==> src/mnrs_pkg.sv <==
// Package for the median-of-N range filter.
// Holds shared constants, status codes, the controller state type and the
// controller/datapath handshake structs. No dependencies.
package mnrs_pkg;

    localparam int MAX_SAMPLES_DEF = 16;
    localparam int DIST_WIDTH_DEF  = 16;

    localparam int CFG_W    = 5;
    localparam int STATUS_W = 2;

    localparam logic [CFG_W-1:0] SAMPLE_COUNT_RESET = 5'd5;

    // Sensor code for "distance unknown"
    localparam int UNKNOWN_DIST = 1;

    localparam logic [STATUS_W-1:0] STATUS_OK       = 2'd0;
    localparam logic [STATUS_W-1:0] STATUS_NO_VALID = 2'd1;
    localparam logic [STATUS_W-1:0] STATUS_TIMEOUT  = 2'd2;

    typedef enum logic [1:0] {
        S_IDLE,
        S_COLLECT,
        S_EMIT
    } ctrl_state_t;

    // Controller to datapath
    typedef struct packed {
        logic take_item;
        logic open_round;
        logic emit;
    } mnrs_cmd_t;

    // Datapath to controller
    typedef struct packed {
        logic round_done;
    } mnrs_stat_t;

endpackage

==> src/median_of_n_range_samples.sv <==
// Top level of the median-of-N range filter.
// Joins mnrs_ctrl and mnrs_datapath; uses mnrs_pkg.
//
//  channel   | ports                                  | handshake
//  ----------+----------------------------------------+---------------------------
//  config    | cfg_wr_en, cfg_wr_data                 | write when cfg_wr_en high
//  item in   | start, busy, distance, reading_ok      | take when start & !busy
//  result    | done, median_distance, status          | one-cycle strobe on done
//
//  The datapath inserts each item into the sorted store with a
//  compare-and-shift across all slots in the cycle that takes it.
//  After the item that closes a round, busy is high while the median
//  is read from the store and shown with done. Reset clears the
//  counters, the controller and sets the sample count to five; the store
//  needs no clearing. The receiver cannot stall, so results are never held.
module median_of_n_range_samples #(
    parameter int MAX_SAMPLES = mnrs_pkg::MAX_SAMPLES_DEF,
    parameter int DIST_WIDTH  = mnrs_pkg::DIST_WIDTH_DEF
) (
    input  logic                          clk,
    input  logic                          rst_n,
    input  logic                          cfg_wr_en,
    input  logic [mnrs_pkg::CFG_W-1:0]    cfg_wr_data,
    input  logic                          start,
    output logic                          busy,
    input  logic [DIST_WIDTH-1:0]         distance,
    input  logic                          reading_ok,
    output logic                          done,
    output logic [DIST_WIDTH-1:0]         median_distance,
    output logic [mnrs_pkg::STATUS_W-1:0] status
);
    import mnrs_pkg::*;

    // Commands down, round status up
    mnrs_cmd_t  cmd;
    mnrs_stat_t stat;

    mnrs_ctrl u_ctrl (
        .clk   (clk),
        .rst_n (rst_n),
        .start (start),
        .busy  (busy),
        .done  (done),
        .cmd   (cmd),
        .stat  (stat)
    );

    // Store, counters and median select
    mnrs_datapath #(
        .MAX_SAMPLES (MAX_SAMPLES),
        .DIST_WIDTH  (DIST_WIDTH)
    ) u_datapath (
        .clk             (clk),
        .rst_n           (rst_n),
        .cfg_wr_en       (cfg_wr_en),
        .cfg_wr_data     (cfg_wr_data),
        .distance        (distance),
        .reading_ok      (reading_ok),
        .cmd             (cmd),
        .stat            (stat),
        .median_distance (median_distance),
        .status          (status)
    );

endmodule

==> src/mnrs_ctrl.sv <==
// Controller for the median-of-N range filter.
// Sequences rounds and drives the datapath commands; uses mnrs_pkg.
module mnrs_ctrl (
    input  logic               clk,
    input  logic               rst_n,
    input  logic               start,
    output logic               busy,
    output logic               done,
    output mnrs_pkg::mnrs_cmd_t cmd,
    input  mnrs_pkg::mnrs_stat_t stat
);
    import mnrs_pkg::*;

    ctrl_state_t state_reg;
    ctrl_state_t state_next;

    always_ff @(posedge clk or negedge rst_n)
    begin
        if (!rst_n)
        begin
            state_reg <= S_IDLE;
        end
        else
        begin
            state_reg <= state_next;
        end
    end

    always_comb
    begin
        state_next     = state_reg;
        busy           = 1'b0;
        cmd.take_item  = 1'b0;
        cmd.open_round = 1'b0;
        cmd.emit       = 1'b0;
        unique case (state_reg)
            S_IDLE:
            begin
                cmd.take_item  = start;
                cmd.open_round = start;
                if (start)
                begin
                    state_next = stat.round_done ? S_EMIT : S_COLLECT;
                end
            end
            S_COLLECT:
            begin
                cmd.take_item = start;
                if (start && stat.round_done)
                begin
                    state_next = S_EMIT;
                end
            end
            S_EMIT:
            begin
                busy       = 1'b1;
                cmd.emit   = 1'b1;
                state_next = S_IDLE;
            end
            default:
            begin
                state_next = S_IDLE;
            end
        endcase
    end

    assign done = cmd.emit;

    // A round result goes out for one cycle only, then the round is closed
    a_emit_single: assert property (@(posedge clk) disable iff (!rst_n)
        cmd.emit |=> (!cmd.emit && state_reg == S_IDLE))
        else $error("result strobe held longer than one cycle");

    // A round ending on an accepted item always leads to a result
    a_done_follows: assert property (@(posedge clk) disable iff (!rst_n)
        (cmd.take_item && stat.round_done) |=> cmd.emit)
        else $error("round ended without a result");

    // Rounds open only from idle
    a_open_idle: assert property (@(posedge clk) disable iff (!rst_n)
        cmd.open_round |-> (state_reg == S_IDLE && cmd.take_item))
        else $error("round opened while one was already open");

endmodule

==> src/mnrs_datapath.sv <==
// Datapath for the median-of-N range filter: sample count register,
// round counters and the sorted reading store with parallel insertion.
// Uses mnrs_pkg.
module mnrs_datapath #(
    parameter int MAX_SAMPLES = mnrs_pkg::MAX_SAMPLES_DEF,
    parameter int DIST_WIDTH  = mnrs_pkg::DIST_WIDTH_DEF
) (
    input  logic                          clk,
    input  logic                          rst_n,
    input  logic                          cfg_wr_en,
    input  logic [mnrs_pkg::CFG_W-1:0]    cfg_wr_data,
    input  logic [DIST_WIDTH-1:0]         distance,
    input  logic                          reading_ok,
    input  mnrs_pkg::mnrs_cmd_t           cmd,
    output mnrs_pkg::mnrs_stat_t          stat,
    output logic [DIST_WIDTH-1:0]         median_distance,
    output logic [mnrs_pkg::STATUS_W-1:0] status
);
    import mnrs_pkg::*;

    localparam int IW = (MAX_SAMPLES > 1) ? $clog2(MAX_SAMPLES) : 1;
    localparam int CW = $clog2(MAX_SAMPLES + 1);

    logic [CFG_W-1:0]      sample_count_reg;
    logic [CW-1:0]         count_reg;
    logic [CW-1:0]         count_next;
    logic [CW-1:0]         target_reg;
    logic [CW-1:0]         target_next;
    logic [STATUS_W-1:0]   err_reg;
    logic [STATUS_W-1:0]   err_next;
    logic                  any_valid_reg;
    logic                  any_valid_next;

    logic [DIST_WIDTH-1:0] store_reg  [MAX_SAMPLES];
    logic [DIST_WIDTH-1:0] store_next [MAX_SAMPLES];

    logic [CW-1:0]         clamped_count;
    logic [CW-1:0]         base_count;
    logic [CW-1:0]         base_target;
    logic [STATUS_W-1:0]   base_err;
    logic                  base_any;
    logic                  is_unknown;
    logic                  item_valid;
    logic                  insert_en;
    logic [MAX_SAMPLES-1:0] ge;
    logic [CW-1:0]         med_idx;

    // Sample count register
    always_ff @(posedge clk or negedge rst_n)
    begin
        if (!rst_n)
        begin
            sample_count_reg <= SAMPLE_COUNT_RESET;
        end
        else if (cfg_wr_en)
        begin
            sample_count_reg <= cfg_wr_data;
        end
    end

    // Zero counts as one, saturate at the store depth
    always_comb
    begin
        if (sample_count_reg == '0)
        begin
            clamped_count = CW'(1);
        end
        else if (32'(sample_count_reg) > 32'(MAX_SAMPLES))
        begin
            clamped_count = CW'(MAX_SAMPLES);
        end
        else
        begin
            clamped_count = CW'(sample_count_reg);
        end
    end

    always_comb
    begin
        if (cmd.open_round)
        begin
            base_count  = '0;
            base_target = clamped_count;
            base_err    = STATUS_OK;
            base_any    = 1'b0;
        end
        else
        begin
            base_count  = count_reg;
            base_target = target_reg;
            base_err    = err_reg;
            base_any    = any_valid_reg;
        end

        is_unknown = (distance == DIST_WIDTH'(UNKNOWN_DIST));
        item_valid = reading_ok && !is_unknown;
        insert_en  = item_valid && (base_count < CW'(MAX_SAMPLES));

        if (!reading_ok)
        begin
            err_next = STATUS_TIMEOUT;
        end
        else if (is_unknown)
        begin
            err_next = STATUS_NO_VALID;
        end
        else
        begin
            err_next = base_err;
        end

        // Drop failed attempts from the round target
        if (!item_valid && base_target != '0)
        begin
            target_next = base_target - CW'(1);
        end
        else
        begin
            target_next = base_target;
        end

        count_next      = insert_en ? (base_count + CW'(1)) : base_count;
        any_valid_next  = base_any | item_valid;
        stat.round_done = (count_next >= target_next);
    end

    always_ff @(posedge clk or negedge rst_n)
    begin
        if (!rst_n)
        begin
            count_reg     <= '0;
            target_reg    <= '0;
            err_reg       <= STATUS_OK;
            any_valid_reg <= 1'b0;
        end
        else if (cmd.take_item)
        begin
            count_reg     <= count_next;
            target_reg    <= target_next;
            err_reg       <= err_next;
            any_valid_reg <= any_valid_next;
        end
    end

    // Descending store; a new value lands after any equal ones
    genvar gi;
    generate
        for (gi = 0; gi < MAX_SAMPLES; gi++)
        begin : g_slot
            logic prev_ge;
            logic [DIST_WIDTH-1:0] prev_val;

            assign ge[gi] = (store_reg[gi] >= distance);

            if (gi == 0)
            begin : g_first
                assign prev_ge  = 1'b1;
                assign prev_val = store_reg[0];
            end
            else
            begin : g_rest
                assign prev_ge  = ge[gi-1];
                assign prev_val = store_reg[gi-1];
            end

            always_comb
            begin
                store_next[gi] = store_reg[gi];
                if (cmd.take_item && insert_en)
                begin
                    if (CW'(gi) < base_count)
                    begin
                        if (!ge[gi])
                        begin
                            store_next[gi] = prev_ge ? distance : prev_val;
                        end
                    end
                    else if (CW'(gi) == base_count)
                    begin
                        store_next[gi] = prev_ge ? distance : prev_val;
                    end
                end
            end

            always_ff @(posedge clk)
            begin
                store_reg[gi] <= store_next[gi];
            end
        end
    endgenerate

    // Median pick for the closing cycle of a round
    always_comb
    begin
        med_idx = target_reg >> 1;
        if (med_idx >= count_reg)
        begin
            med_idx = count_reg - CW'(1);
        end
        if (any_valid_reg)
        begin
            median_distance = store_reg[med_idx[IW-1:0]];
            status          = STATUS_OK;
        end
        else
        begin
            median_distance = '0;
            status          = err_reg;
        end
    end

    a_emit_count: assert property (@(posedge clk) disable iff (!rst_n)
        cmd.emit |-> (count_reg >= target_reg))
        else $error("result emitted before round filled");

    a_open_count: assert property (@(posedge clk) disable iff (!rst_n)
        (cmd.take_item && !stat.round_done) |=> (count_reg < target_reg))
        else $error("round counters inconsistent after item");

    a_emit_error: assert property (@(posedge clk) disable iff (!rst_n)
        (cmd.emit && !any_valid_reg) |-> (err_reg != STATUS_OK))
        else $error("failed round with no error recorded");

endmodule

==> config.mk <==
export PLATFORM = sky130hd
export DESIGN_NAME = median_of_n_range_samples
export DESIGN_NICKNAME = d
export VERILOG_FILES = /design/src/mnrs_pkg.sv /design/src/median_of_n_range_samples.sv /design/src/mnrs_ctrl.sv /design/src/mnrs_datapath.sv
export SDC_FILE = /design/constraint.sdc
export NUM_CORES = 1
export LEC_CHECK = 0
export ABC_AREA = 0
export BUFFER_PORTS_ARGS = -buffer_cell sky130_fd_sc_hd__buf_4
export CAP_MARGIN = 20
export CORE_MARGIN = 8
export CORE_UTILIZATION = 60
export DETAILED_ROUTE_END_ITERATION = 10
export PLACE_DENSITY = 0.8
export SLEW_MARGIN = 20
export SYNTH_ARGS = -nofsm -noshare
export SYNTH_HDL_FRONTEND = slang
export SYNTH_HIERARCHICAL = 1
export SYNTH_SLANG_ARGS = --single-unit
==> constraint.sdc <==
create_clock -name clk -period 5.96 [get_ports clk]
set_clock_uncertainty 0.05 [all_clocks]
set_input_delay 0.298 -clock clk [delete_from_list [all_inputs] [get_ports clk]]
set_output_delay 0.298 -clock clk [all_outputs]
set_load 0.02 [all_outputs]
* Yosys cells after proc, flatten, opt, wreduce, memory -nomap -nowiden
Memories as Yosys holds them, arrays and structs flattened. Index checks and enable logic that the tools add are counted.
Storage, ports and cells: input bits 26, word-level logic and storage cells 181, memories 1, memory bits (writable) 256, flip-flop bits (word level) 20
Memories:
- u_datapath.store_reg | words 16, bits a word 16, rd ports 17, clocked after Yosys merged registers in 0, write ports 16, line mnrs_datapath.sv:34 | logic [DIST_WIDTH-1:0] store_reg [MAX_SAMPLES];
Cells by class: reductions and logical operators 14, order comparisons 36, bitwise operators 1, eq/ne operators 21, mux-type cells 99, $add $sub $neg 3
Operator list (count):
- 16-bit 2-to-1 mux | 80
- 16-bit greater-or-equal comparator | 16
- 4-bit by 5-bit == test with 1-bit output (first input constant) | 8
- 4-bit by 5-bit less-than comparator with 1-bit output (first input constant) | 8
- 5-bit 2-to-1 mux | 6
- 3-bit by 5-bit == test with 1-bit output (first input constant) | 4
- 3-bit by 5-bit less-than comparator with 1-bit output (first input constant) | 4
- 16-bit by 1-bit == test with 1-bit output (second input constant) | 1
- 2-bit 2-to-1 mux | 7
- 2-bit by 5-bit == test with 1-bit output (first input constant) | 2
- 5-bit zero test | 2
- 1-bit by 5-bit less-than comparator with 1-bit output (first input constant) | 2
- 2-bit by 5-bit less-than comparator with 1-bit output (first input constant) | 2
- 5-bit by 1-bit adder with 5-bit output (second input constant) | 1
- 1-bit by 5-bit == test with 1-bit output (first input constant) | 1
- 4-bit by 5-bit greater-or-equal comparator with 1-bit output | 1
- 5-bit greater-or-equal comparator | 1
- 5-bit > comparator (second input constant) | 1
- 1-bit logical AND | 5
- 5-bit less-than comparator (second input constant) | 1
- 5-bit nonzero test | 1
- 5-bit by 1-bit subtractor with 5-bit output (second input constant) | 1
- 1-bit 2-to-1 mux | 4
- 4-bit 2-to-1 mux | 1
- other kinds (12) | 14

* Longest topological paths before layout
word-level depth 11, mapped depth 18

* Hierarchy
The synthesis kept the hierarchy.
Modules (own cells, without submodules):
- mnrs_datapath | cells an instance 1827, sequential area each 8140.3 sq um, instances 1, area an instance 19780.2 sq um
- mnrs_ctrl | cells an instance 10, sequential area each 50.0 sq um, instances 1, area an instance 112.6 sq um

* Least setup slack after synthesis
Ideal clock, no wire load.
path kind input-to-reg, start input distance[13], end memory u_datapath/store_reg[13][0] (netlist name) (enable), path buffers 1, required time 5432 ps, arrival time 4971 ps, setup slack 461 ps, setup time 478 ps, stages 9, path through clkbuf_1 clkinv_1 ha_1 a21o_1 a21o_1 a21oi_1 o21ai_1 o21bai_1 a2111oi_0
RTL lines:
- from (decl) | line median_of_n_range_samples.sv:26 | input logic [DIST_WIDTH-1:0] distance,
- to (decl) | line mnrs_datapath.sv:34

* Worst setup path in the final report
start register u_datapath.count_reg[2], end output median_distance[10]
On the way: longest elaborated chain between the ends 4, elaborated cells on any way between the ends 5
RTL lines:
- from (decl) | line mnrs_datapath.sv:25 | logic [CW-1:0] count_reg;
- from (signal assigned) | line mnrs_datapath.sv:138 | count_reg <= count_next;
- 4-bit by 1-bit subtractor with 4-bit output / 4-bit by 5-bit greater-or-equal comparator with 1-bit output (equally long branches) | line mnrs_datapath.sv:198, mnrs_datapath.sv:196
- 4-bit 2-to-1 mux * | line mnrs_datapath.sv:196 | if (med_idx >= count_reg)
- memory read 16 x 16 bit *
- 16-bit 2-to-1 mux * | line mnrs_datapath.sv:200 | if (any_valid_reg)
- to (decl) | line median_of_n_range_samples.sv:29 | output logic [DIST_WIDTH-1:0] median_distance,
Every way passes the cells marked *; elsewhere a longest branch is shown, timed or not.

==> run metrics <==
P&R area growth vs syn=10.5%; maximum clock insertion buffer count=3; Wirelength per Cell=between 30 and 40 µm; setup TNS=0 ps; initial antenna violation count=1; Largest register FFs=around 260; post-synth net total=2117; CP max stage delay=760 ps; clock transition at the registers of the reported paths=60 ps; largest net degree at the start of global routing=60; pwr/cell area=between 500 and 600 mW/mm²; TritonRoute pass-1 iters=6; Worst-Skew Late Latency=540 ps; Layout Nets=2164; I/O Buffers=45; crit path time final=5280 ps; die area=0.0392 mm²; reg2reg start=u_ctrl/state_reg[1]$_DFFE_PN0P_; CP Depth=10; Row Count=66; CP cell instances=inv_1 -> ha_1 -> a21oi_1 -> o21ai_0 -> a21boi_2 -> mux2i_1 -> nor2_1 -> a2111oi_0 -> nand3_1 -> buf_4; last weighted congestion value of the routability-driven placer=approximately 1.0; # Post-CTS Setup Buffers=0; I/O pin total=46; Starting Density=61.0%; Relative slew margins=around 25%; CP max stage cell=mux2i_1; outcome=completed; RSZ-0062 raised after global routing=false; Syn. warnings=6; H-tree depth=2; critical path class=reg -> out; share of layout cells above drive strength 1=18.3%; HPWL after detailed placement=50.9 mm; reg2reg end=u_ctrl/state_reg[0]$_DFFE_PN0P_; vias in the first global route=between 15000 and 20000; CTS Buf Count=35; path depth of the worst reg2reg path=17; Critical Path RT=5610 ps; First DRT Iteration DRCs=between 2000 and 2500; CTS Root Buffer Type=clkbuf_16; Max Fclk=189 MHz; Peak supply drop=0.499 mV; Mapped Area=0.0199 mm²; Total Wirelength=70.5 mm; Avg Inst Size Synth=10.8 µm²; Die W=a little under 200 µm; Bufs and invs on worst path=2; type of the worst min-delay path=in -> reg; Hold Path Origin=cfg_wr_en; MaxCap Viol Count=0; # DRC=0; CP Launch Type=flip-flop; setup slack, reg-to-reg=1690 ps; Slew Viols, Final=0; cell count after synthesis=1836; crit-path max FO=16; first-pass GRT wire length=103 mm; Setup crit start=u_datapath/count_reg[2]$_DFFE_PN0P_; GRT Resource Usage Total=a little over a third; fin crit share=88.5%; worst slew pin tran=1130 ps; Chip Height=198 µm; CP Capture Type=output port; Filler cells=2457; crit path to=median_distance[10]; # diodes=0; Post-DRT Antenna Nets=0; Via-to-Cell Ratio=~7; Leakage=a little under 9 nW; Finished Layout Cells=2349; CP delay by family, top=compound AO/OA/AOI/OAI gates; DP Cell Count=2280; Final Hold Vio Count=0; via count=approximately 17000; Core Area=between 0.03 and 0.04 mm²; CTS tree=yes; critical path arrival=4930 ps; GR Overflow Total=0; Setup-failing EPs final=0; Clock Sinks=roughly 280
==> per-stage QoR <==
| step | total power [mW] | hold slack, ps | instance area (µm²) | setup WS [ps] | util, % |
|---|---|---|---|---|---|
| finish | 11.1 | 21.8 | 22000 | 682 | 67.3 |
| global route | 11.4 | 28.9 | 22000 | 657 | 67.3 |
| CTS | 10.8 | 7.72 | 22000 | 988 | 67.3 |
| detailed placement | 8.68 | 142 | 20700 | 1530 | 63.6 |
| global placement | 8.59 | 141 | 20700 | 1630 | 63.6 |
| floorplan | 6.70 | -47.6 | 19900 | 461 | - |
==> routing by layer <==
layer	vias to the layer above	global-route usage, %	wire, µm
met2	1245	54.4	30900
met5	-	0	16
li1	7168	-	-
met4	2	23.9	5500
met3	321	9.29	8930
met1	8004	43.4	25100
==> placed cells by master, fill, tap and decap left out, types with 15 or more instances in the layout <==
cell type and count:
edfxtp_1 256, mux2i_1 63, a22o_1 16, mux2_2 169, a21o_1 66, buf_4 93
ha_1 255, a22oi_1 29, nor2b_1 16, nand3_1 28, clkbuf_16 37, o21ai_0 197
clkinv_1 20, a21oi_1 79, a2111oi_0 15, a221o_1 16, nand2_1 177, nand4_1 34
nor3_1 60, dfrtp_1 18, nand2b_1 25, inv_1 42, nor2_1 45
==> worst min-delay path by stage <==
| stage | to | slack [ps] | depth (start not counted) |
|---|---|---|---|
| 2_1_floorplan | u_ctrl/state_reg[0]$_DFFE_PN0P_ | -50 | 0 |
| 3_3_place_gp | u_datapath/any_valid_reg$_DFFE_PN0P_ | 140 | 1 |
| 3_5_place_dp | u_datapath/count_reg[3]$_DFFE_PN0P_ | 140 | 1 |
| 4_1_cts | u_datapath/sample_count_reg[4]$_DFFE_PN0P_ | 8 | 2 |
| 5_1_grt | u_datapath/sample_count_reg[1]$_DFFE_PN0P_ | 30 | 2 |
| 6_report | u_datapath/sample_count_reg[4]$_DFFE_PN0P_ | 20 | 2 |
==> worst register-to-register path: stages (launching register included) <==
cell,delay [ps]
dfrtp_1,420
nor2b_4,390
and2b_2,570
inv_1,300
a21oi_1,360
ha_1,230
nand2_1,50
o22ai_1,150
inv_1,120
xnor2_1,250
ha_1,270
nand2b_1,140
a21o_1,170
a21oi_1,140
nor2b_1,60
o21ai_0,180
nand2b_1,100
a211oi_1,230
==> timing repair <==
item	CTS	global route
hold endpoints to repair	27	0
hold buffers	8	0
resized for setup	0	0
==> power breakdown <==
part	switching, mW	internal [mW]
logic	3.93	2.31
clock network	0.854	1.30
registers	0.257	2.40
==> final cells by class <==
type                    count  area (µm²)  share of cell area (%)
multi-input cells        1411       11100                    50.4
flip-flops and latches    276        8190                    37.3
clock buffers              48         997                    4.54
repair buffers            102         798                    3.63
well taps                 442         553                    2.52
inverters                  57         214                   0.974
clock inverters            13         139                   0.632
Note: power is estimated with default switching activity, not from simulation.
